### config.mk
export PLATFORM = sky130hd
export DESIGN_NAME = ted_outq
export DESIGN_NICKNAME = d
export VERILOG_FILES = /design/src/sv/ted_pkg.sv /design/src/sv/ted_outq.sv
export SDC_FILE = /design/constraint.sdc
export NUM_CORES = 1
export LEC_CHECK = 0
export ABC_AREA = 1
export CORE_AREA = 5 5 42 44
export DETAILED_ROUTE_END_ITERATION = 8
export DIE_AREA = 0 0 47 49
export DONT_BUFFER_PORTS = 1
export PLACE_DENSITY = 0.66
export SLEW_MARGIN = 20
export SYNTH_ARGS = -nofsm -noshare
export SYNTH_HDL_FRONTEND = slang
export SYNTH_SLANG_ARGS = --single-unit
### constraint.sdc
create_clock -name aclk -period 1.34 [get_ports aclk]
set_clock_uncertainty 0.2 [all_clocks]
set_input_delay 0.268 -clock aclk [delete_from_list [all_inputs] [get_ports aclk]]
set_output_delay 0.268 -clock aclk [all_outputs]
set_load 0.005 [all_outputs]
### src/sv/ted_pkg.sv
// ---------------------------------------------------------------------------
// ted_pkg
// Shared types and constants of the threshold / erode / dilate stream block.
// ---------------------------------------------------------------------------
package ted_pkg;

    // field and register widths
    localparam int PIX_W     = 8;
    localparam int CFG_W     = 11;
    localparam int CFG_IDX_W = 2;
    localparam int WIN_W     = 9;

    // register indexes
    localparam logic [CFG_IDX_W-1:0] REG_THRESHOLD    = 2'd0;
    localparam logic [CFG_IDX_W-1:0] REG_FRAME_WIDTH  = 2'd1;
    localparam logic [CFG_IDX_W-1:0] REG_FRAME_HEIGHT = 2'd2;

    // register reset values
    localparam logic [PIX_W-1:0] THRESHOLD_RST    = 8'd128;
    localparam logic [CFG_W-1:0] FRAME_WIDTH_RST  = 11'd640;
    localparam logic [CFG_W-1:0] FRAME_HEIGHT_RST = 11'd480;

    // smallest frame side in use
    localparam int MIN_DIM = 3;

    // result queue
    localparam int OQ_DEPTH = 3;
    localparam int OQ_PTR_W = 2;
    localparam int OQ_CNT_W = 2;

    // per-word control handed from the position stage to the window stage
    typedef struct packed {
        logic valid;
        logic bit_in;
        logic e_en;
        logic e_cond;
        logic out_en;
        logic on_cond;
        logic fe;
    } stage_ctl_t;

    // one result word
    typedef struct packed {
        logic pixel_on;
        logic frame_end;
    } out_word_t;

endpackage

### src/sv/ted_outq.sv
// ---------------------------------------------------------------------------
// ted_outq
// Three-entry result queue between the window stage and the output channel.
// ---------------------------------------------------------------------------
module ted_outq (
    input  logic                              aclk,
    input  logic                              aresetn,
    input  logic                              push,
    input  ted_pkg::out_word_t                push_word,
    input  logic                              m_ready,
    output logic                              m_valid,
    output ted_pkg::out_word_t                head_word,
    output logic [ted_pkg::OQ_CNT_W-1:0]      count
);

    ted_pkg::out_word_t                q_mem [ted_pkg::OQ_DEPTH];
    logic [ted_pkg::OQ_PTR_W-1:0]      wr_ptr_reg;
    logic [ted_pkg::OQ_PTR_W-1:0]      wr_ptr_next;
    logic [ted_pkg::OQ_PTR_W-1:0]      rd_ptr_reg;
    logic [ted_pkg::OQ_PTR_W-1:0]      rd_ptr_next;
    logic [ted_pkg::OQ_CNT_W-1:0]      count_reg;
    logic [ted_pkg::OQ_CNT_W-1:0]      count_next;
    logic                              pop;

    function automatic logic [ted_pkg::OQ_PTR_W-1:0] ptr_inc(
        input logic [ted_pkg::OQ_PTR_W-1:0] p
    );
        if (p == ted_pkg::OQ_PTR_W'(ted_pkg::OQ_DEPTH - 1)) begin
            return '0;
        end
        return p + ted_pkg::OQ_PTR_W'(1);
    endfunction

    assign m_valid   = (count_reg != '0);
    assign head_word = q_mem[rd_ptr_reg];
    assign count     = count_reg;
    assign pop       = m_valid && m_ready;

    // pointer and fill count
    always_comb begin
        wr_ptr_next = push ? ptr_inc(wr_ptr_reg) : wr_ptr_reg;
        rd_ptr_next = pop ? ptr_inc(rd_ptr_reg) : rd_ptr_reg;
        count_next  = count_reg;
        if (push && !pop) begin
            count_next = count_reg + ted_pkg::OQ_CNT_W'(1);
        end else if (pop && !push) begin
            count_next = count_reg - ted_pkg::OQ_CNT_W'(1);
        end
    end

    always_ff @(posedge aclk) begin
        if (!aresetn) begin
            wr_ptr_reg <= '0;
            rd_ptr_reg <= '0;
            count_reg  <= '0;
        end else begin
            wr_ptr_reg <= wr_ptr_next;
            rd_ptr_reg <= rd_ptr_next;
            count_reg  <= count_next;
        end
    end

    // storage
    always_ff @(posedge aclk) begin
        if (push) begin
            q_mem[wr_ptr_reg] <= push_word;
        end
    end

endmodule

==> results.md <==
- H-tree depth: 1
- Count leader, synth: inv_1
- WL final: 1.06 mm
- Count of final hold-check violations: 0
- Total power: 1.03 mW
- Syn Area/Cell: 8.74 sq um
- Max frequency: 0.730 GHz
- Layout cells sized above 1: 0.388
- Final period util: 1.02
- Total track usage: 0.106
- CTS Buf Count: 3
- Worst-skew pair later-pin latency: 280 ps
- Status: complete, but fails checks
- VDD IR-drop max: 737 uV
- Dominant synthesized flop cell: dfxtp_1
- Fill cells: 130
- Crit Path Max Fanout: 3
- DR iter-0 viols: 6
- CTS tree: built
- P_leak: 0.326 nW
- Clock transition at path regs: 70 ps
- CP peak stage delay: 320 ps
- First-pass GRT wire length: 1.64 mm
- Pin count of the biggest net entering global routing: 9
- Crit-path slowest cell: dfxtp_2
- Antenna diodes: 0
- Die Span Y: 49 um
- Core Box Area: 1400 sq um
- Cell Area, Synth: 568 sq um
- CP Launch Type: flop
- ANT nets after route: 0
- Total congestion overflow: 0
- DRC: 0
- Via Count: 460
- Worst Tran Pin Value: 285 ps
- Yosys reg bits: 14
- Area grow syn2layout: 35.9%
- Detail Placement HPWL: 735 um
- WL/cell: 11.0 um
- Top cell type's share of synthesized area: 0.317
- Area leader, netlist: edfxtp_1
- Number of flops mapped to enable cells by yosys: 6
- Max-slew headroom: 0.809
- Number of antenna violations at the first check in global routing: 0
- Worst path cell trace: buf_4 -> inv_1 -> nand2_2
- Finish-stage setup viols: 2
- Maximum buffer depth of the clock tree: 2
- Crit end category: output port
- Fin worst setup slack: -29.2 ps
- Pwr dens: 1340 nW/um^2
- Seq/Total Area, Yosys: 0.599
- Via/cell ratio: 4.79
- Data arrival, critical path: 900 ps
- Final nets: 88
- Cell row count: 14
- Failing checks: setup timing
- Num Clock Sinks: 14
- CTS root buf: clkbuf_4
- Initial core utilization: 0.405
- Fin crit period: 1370 ps
- Syn Nets: 72
- Die width: 47 um
- Vias in the first global route: 426
- Ys Warns: 0
- Finished Core Util: 0.551
- Die area: 2300 sq um
- Hold Crit Class: input port to flop
- CP Class: flop to output port
- Unique cell type count in the Yosys netlist: 15
- Required time worst endpoint: 870 ps
- Commonest cells in the netlist: inv_1 (14), nand2_1 (12), dfxtp_1 (8), a21oi_1 (7), nor2_1 (7)
- Synth Instances: 65
- RSZ-0062 raised after global routing: yes
- Top cells by area, synth: edfxtp_1 (32%), dfxtp_1 (28%), inv_1 (9.3%)
- Placer congestion estimate: 0.685
- # IOs: 11
- First-pass DRT Iterations: 5
- Fin. max-slew vios: 0
- Port buffer count: 0
- Maximum Capacitance Violations: 0
- Synth async-reset ratio: 0
==> worst max-delay path: cells and delay by family, from the launching register on <==
family | cells | cell delay [ps]
flops | 1 | 320
buf+inv | 2 | 230
simple gates | 1 | 80
==> where the power goes <==
part | internal [mW] | switching [mW]
combinational | 0.127 | 0.142
sequential | 0.494 | 0.0320
clock | 0.116 | 0.122
==> path summary, 6_finish.rpt <==
check	startpoint	endpoint	slack (ps)	depth (start not counted)
max	count[1]	m_valid	-30	3
min	m_ready	flop	0.1	3
max reg2reg	count[0]	count[1]	-10	8
min reg2reg	wr_ptr_reg[1]	wr_ptr_reg[1]	270	2
==> through the flow <==
step	instances	setup slack [ps]	area, sq um	hold WS (ps)	setup TNS, ps
after floorplan	65	-41.0	573	167	-55.9
after global placement	84	-3.30	616	167	-3.30
after detailed placement	84	-41.1	616	167	-41.1
after CTS	95	-40.1	752	-92.6	-75.7
after global routing	96	-96.4	772	22.7	-300
final	96	-29.2	772	0.111	-34.5
==> kinds of logic (layout without fill, tap and decap cells) <==
| group | count (synthesis) | count (layout) | share of synthesized area |
|---|---|---|---|
| AOI/OAI and AO/OA | 10 | 10 | 0.0969 |
| and+or+nand+nor | 25 | 25 | 0.183 |
| buffers and inverters | 15 | 30 | 0.0991 |
| DFF | 14 | 14 | 0.599 |
| adders and majority gates | 1 | 1 | 0.0220 |
==> cell type report <==
class / instances / area (sq um) / area share
timing repair buffer: 11 / 97.6 / 0.126
tap: 16 / 20.0 / 0.0259
inverter: 15 / 61.3 / 0.0794
clock buffer: 4 / 26.3 / 0.0340
sequential: 14 / 348 / 0.451
multi-input combinational: 36 / 219 / 0.284
==> repair_timing <==
item | CTS | global route
endpoints found under the setup margin | 4 | 7
pin swaps | 7 | 4
hold buffers | 5 | 1
endpoints found under the hold margin | 14 | 6
buffers inserted | 2 | 0
gates resized for setup | 16 | 5
==> placed cells by master, fill, tap and decap left out <==
cell type and count:
a21oi_1 3, a21oi_2 4, buf_4 5, clkbuf_1 1
clkbuf_4 3, dfxtp_1 4, dfxtp_2 3, dfxtp_4 1
dlygate4sd3_1 6, edfxtp_1 6, ha_4 1, inv_1 9
inv_2 4, inv_4 2, nand2_1 9, nand2_2 4
nand3_1 2, nand3_2 1, nand4_1 1, nor2_1 4
nor2_2 3, nor3_1 1, o211ai_1 1, o21a_1 1
o21ai_0 1
==> per-layer routing <==
layer	track usage	part of all wire	vias up
li1	-	-	238
met1	0.0917	0.39	205
met2	0.163	0.50	10
met3	0.0369	0.043	7
met4	0.124	0.073	0
met5	0	0	-
Note: power is estimated with default switching activity, not from simulation.
