[config.mk]
export PLATFORM = sky130hd
export DESIGN_NAME = ted_morph_cell
export DESIGN_NICKNAME = d
export VERILOG_FILES = /design/src/sv/ted_pkg.sv /design/src/sv/ted_morph_cell.sv
export SDC_FILE = /design/constraint.sdc
export NUM_CORES = 2
export LEC_CHECK = 0
export ABC_CLOCK_PERIOD_IN_PS = 14500
export BUFFER_PORTS_ARGS = -buffer_cell sky130_fd_sc_hd__clkbuf_2
export CAP_MARGIN = 20
export CORE_ASPECT_RATIO = 1.75
export CORE_MARGIN = 4
export CORE_UTILIZATION = 40
export CTS_CLUSTER_DIAMETER = 100
export DETAILED_ROUTE_END_ITERATION = 7
export SYNTH_ARGS = -nofsm -noshare
export SYNTH_HDL_FRONTEND = slang
export SYNTH_SLANG_ARGS = --single-unit
[constraint.sdc]
create_clock -name aclk -period 14.5 [get_ports aclk]
set_clock_uncertainty 0.05 [all_clocks]
set_input_delay 0.725 -clock aclk [delete_from_list [all_inputs] [get_ports aclk]]
set_output_delay 0.725 -clock aclk [all_outputs]
set_load 0.05 [all_outputs]
[src/sv/ted_pkg.sv]
// ---------------------------------------------------------------------------
// ted_pkg
// Shared types and constants of the threshold / erode / dilate stream block.
// ---------------------------------------------------------------------------
package ted_pkg;

    // field and register widths
    localparam int PIX_W     = 8;
    localparam int CFG_W     = 11;
    localparam int CFG_IDX_W = 2;
    localparam int WIN_W     = 9;

    // register indexes
    localparam logic [CFG_IDX_W-1:0] REG_THRESHOLD    = 2'd0;
    localparam logic [CFG_IDX_W-1:0] REG_FRAME_WIDTH  = 2'd1;
    localparam logic [CFG_IDX_W-1:0] REG_FRAME_HEIGHT = 2'd2;

    // register reset values
    localparam logic [PIX_W-1:0] THRESHOLD_RST    = 8'd128;
    localparam logic [CFG_W-1:0] FRAME_WIDTH_RST  = 11'd640;
    localparam logic [CFG_W-1:0] FRAME_HEIGHT_RST = 11'd480;

    // smallest frame side in use
    localparam int MIN_DIM = 3;

    // result queue
    localparam int OQ_DEPTH = 3;
    localparam int OQ_PTR_W = 2;
    localparam int OQ_CNT_W = 2;

    // per-word control handed from the position stage to the window stage
    typedef struct packed {
        logic valid;
        logic bit_in;
        logic e_en;
        logic e_cond;
        logic out_en;
        logic on_cond;
        logic fe;
    } stage_ctl_t;

    // one result word
    typedef struct packed {
        logic pixel_on;
        logic frame_end;
    } out_word_t;

endpackage

[src/sv/ted_morph_cell.sv]
// ---------------------------------------------------------------------------
// ted_morph_cell
// One 3x3 window cell: two-row line store of one bit per column plus the
// window register. Read is issued the cycle before the push; the push shifts
// a new column into the window and rotates the line store entry.
// ---------------------------------------------------------------------------
module ted_morph_cell #(
    parameter int DEPTH  = 1024,
    parameter int ADDR_W = 10
) (
    input  logic                       aclk,
    input  logic                       aresetn,
    input  logic                       rd_en,
    input  logic [ADDR_W-1:0]          rd_addr,
    input  logic                       push,
    input  logic                       clear,
    input  logic                       bit_in,
    output logic [ted_pkg::WIN_W-1:0]  win_shift
);

    // entry bit 1 is the row two above, bit 0 the row just above
    logic [1:0]                 rows_mem [DEPTH];
    logic [1:0]                 rd_reg;
    logic [ADDR_W-1:0]          addr_reg;
    logic [ted_pkg::WIN_W-1:0]  win_reg;
    logic [ted_pkg::WIN_W-1:0]  win_next;

    // line store: registered read, write back on push
    always_ff @(posedge aclk) begin
        if (rd_en) begin
            rd_reg   <= rows_mem[rd_addr];
            addr_reg <= rd_addr;
        end
        if (push) begin
            rows_mem[addr_reg] <= {rd_reg[0], bit_in};
        end
    end

    // new column enters at the top bits: current row in the MSB, then the row above, then the row two above
    assign win_shift = {bit_in, rd_reg[0], rd_reg[1], win_reg[ted_pkg::WIN_W-1:3]};

    always_comb begin
        win_next = win_reg;
        if (clear) begin
            win_next = '0;
        end else if (push) begin
            win_next = win_shift;
        end
    end

    // window register
    always_ff @(posedge aclk) begin
        if (!aresetn) begin
            win_reg <= '0;
        end else begin
            win_reg <= win_next;
        end
    end

endmodule

==> results.cfg <==
[synth]
synthArstFlopShare = 0
synth_cells = 4871
syn_area_sq_um = 84000
synth_fp_nets = 4887
yosysWarnings = 0
ys_ff_latch = 2066
synth_edf_count = 2060
yosys_most_used_dff = edfxtp_1
ys_types = 60
ys_seq_area_frac = 0.738
avgSynthCellArea_sq_um = 17.2

[floorplanning]
start_util = 0.402
die-area_sq_um = 218000
coreArea_sq_um = 209000
io_pins = 25
rows = 222
fp.dieW_microns = 354
dieHeight_microns = 614

[clocking]
holdBufCountCts = 0
cts_tree = built
clock_latency_ps = 820
cts_setup_buffers = 0
clkTransAtPathRegs_ps = 70
clockRootBuffer = clkbuf_16
clk_path_buf_depth = 4
cts_resized = 0
cts_buffers = 175
cts.sinks = 2066
htree_levels = 4

[finish]
nets = 4826
multi_input_area_sq_um = 20400
fillers = 18400
largest_reg_flops = 2048
register_area_sq_um = 62000
final_cells = 7740
syn_to_final_growth_pct = 10.6
layout-drive-gt1-share = 0.179

[setup_path]
reg2reg_depth = 8
worstPathMaxFanout = 74
ff2ff_setup_slack_ps = 10870
worstReg2RegEnd = rd_reg[1]
timing.rr.start = rows_mem[410][1]
cp-start-kind = input pin
crit_arrival_ps = 5600
cp-end-kind = register
worstSetupStartpoint = rd_addr[0]
critical_path_class = input pin to register
crit_end = rd_reg[0]
cp_data_required_time_ps = 14990

[pwr]
powerDensity_nw_per_um2 = 129
ir_drop_uv = 121
leakage_nw = 27.8

[routing]
drt_first_pass_iters = 5
highest_layer = met5
met1_length_mm = 82.6
wl_per_cell_microns = 30.1
postRouteAntennaNets = 0
wl_mm = 233
route.met3.wl_mm = 14.3
drc_errors = 0
vias = 45400
met2_length_mm = 124
vias_per_cell = 5.86
drtIter0Drc = 4877

[global_routing]
grt_pass1_wl_mm = 333
antenna_found_initial = 8
grt_pass1_vias = 47500
grt_usage = 0.211
grt_max_degree = 257
grt_overflow = 0

[timing]
period_minus_slack_ps = 5110
tightestPinTransition_ps = 1520
fmax_mhz = 196
fin_crit_sh = 0.353
setup_ws_ps = 9390
drv_slew = 52
setup_viol = 0
maxSlewHeadroom = -0.0127
grt_setup_unrepaired = no
hold_viol = 0

[placement]
hpwl_mm = 130
gp_congestion = 0.815
dp.cells = 7427
place_ws_ps = 8460
io_buffers = 24

[run]
maxCapViolCount = 0

[outcome]
status = finished with violations
violations = max-slew violations

[hold_path]
hold_depth = 3
holdCritPathClass = input pin to register
[kinds of logic (layout without fill, tap and decap cells)]
kind of cell	Yosys count	after routing	synth area share
simple gates	1347	1347	0.0643
flops	2066	2066	0.738
other cells	0	5	0
compound gates	409	409	0.0343
buf+inv	407	471	0.0232
mux	642	642	0.140
[worst min path at each step]
| stage | startpoint | endpoint |
|---|---|---|
| 2_1_floorplan | addr_reg[0] | rows_mem[821][0] |
| 3_3_place_gp | win_reg[3] | win_reg[3] |
| 3_5_place_dp | win_reg[3] | win_reg[3] |
| 4_1_cts | aresetn | win_reg[6] |
| 5_1_grt | aresetn | win_reg[8] |
| 6_report | aresetn | win_reg[6] |
[synthesized netlist by cell type (all sizes together), types with 2 or more instances]
master   number  share of area
edfxtp     2060           0.74
nor2       1066          0.048
mux4        428           0.11
clkbuf      246          0.011
mux2i       208          0.025
buf         153          0.012
nand2       125         0.0056
a21oi        83         0.0049
o221ai       82         0.0085
a22oi        71         0.0063
nor3         47         0.0028
o22ai        47         0.0035
o21ai        38         0.0023
nand3        28         0.0017
a221oi       17         0.0018
nor4         15         0.0011
a22o         14         0.0015
a211oi       13         0.0012
nor3b        12         0.0011
a31oi        10        0.00074
and2          8        0.00060
o211ai        8        0.00071
and3          7        0.00052
inv           7        0.00031
nand4         7        0.00052
nor2b         7        0.00052
dfxtp         6         0.0014
mux2          6        0.00080
nand2b        6        0.00045
a2111oi       4        0.00042
and3b         4        0.00042
nand3b        4        0.00036
o41ai         4        0.00042
a211o         3        0.00031
nor4b         3        0.00031
o311ai        3        0.00031
or2           3        0.00022
a311oi        2        0.00021
o221a         2        0.00027
o32ai         2        0.00021
or3           2        0.00015
[area by class of cell]
cell class / instances / share of cell area
sequential: 2066 / 0.667
multi-input combinational: 2398 / 0.219
clock buffer: 215 / 0.0492
tap: 2800 / 0.0377
timing repair buffer: 161 / 0.0177
clock inverter: 87 / 0.00802
inverter: 8 / 0.000350
antenna: 5 / 0.000135
[report_power, final]
part	total (mW)	switching, mW	internal (mW)
Combinational	0.727	0.519	0.207
Sequential	6.66	0.00816	6.66
Clock	4.55	2.08	2.47
Total	11.9	2.61	9.33
[cells in the final DEF (no fill, tap or decap), types with 47 or more instances in the layout]
cell,Yosys,routed
nand2_1,125,107
a22oi_1,71,71
clkbuf_16,0,177
mux4_2,427,427
mux2i_1,208,208
edfxtp_1,2060,2060
o22ai_1,47,47
nor2_1,1066,1064
a21oi_1,83,83
o221ai_1,82,82
buf_4,35,112
[worst max-delay path, cell delays in order]
cell       delay, ps
buf_8            580
buf_4            750
buf_4            760
mux4_2           630
nand2_1           90
nand2_1           60
a2111oi_0        850
a211o_1          240
a21oi_1           60
o41ai_1          480
nand3_1          120
[routing by layer]
layer | vias to the layer above | track usage
li1 | 19000 | -
met1 | 24200 | 0.251
met2 | 1775 | 0.380
met3 | 470 | 0.0262
met4 | 2 | 0.0980
met5 | - | 0
[through the flow]
stage	utilization	setup TNS, ps	hold WS, ps	area, sq um	power [mW]
detailed placement	0.418	0	442	87400	7.52
floorplan	-	-636840	680	84000	7.32
global route	0.445	0	229	92900	12.3
finish	0.445	0	221	92900	11.9
global placement	0.416	0	437	86900	7.51
CTS	0.444	0	180	92700	12.0
Note: power is estimated with default switching activity, not from simulation.
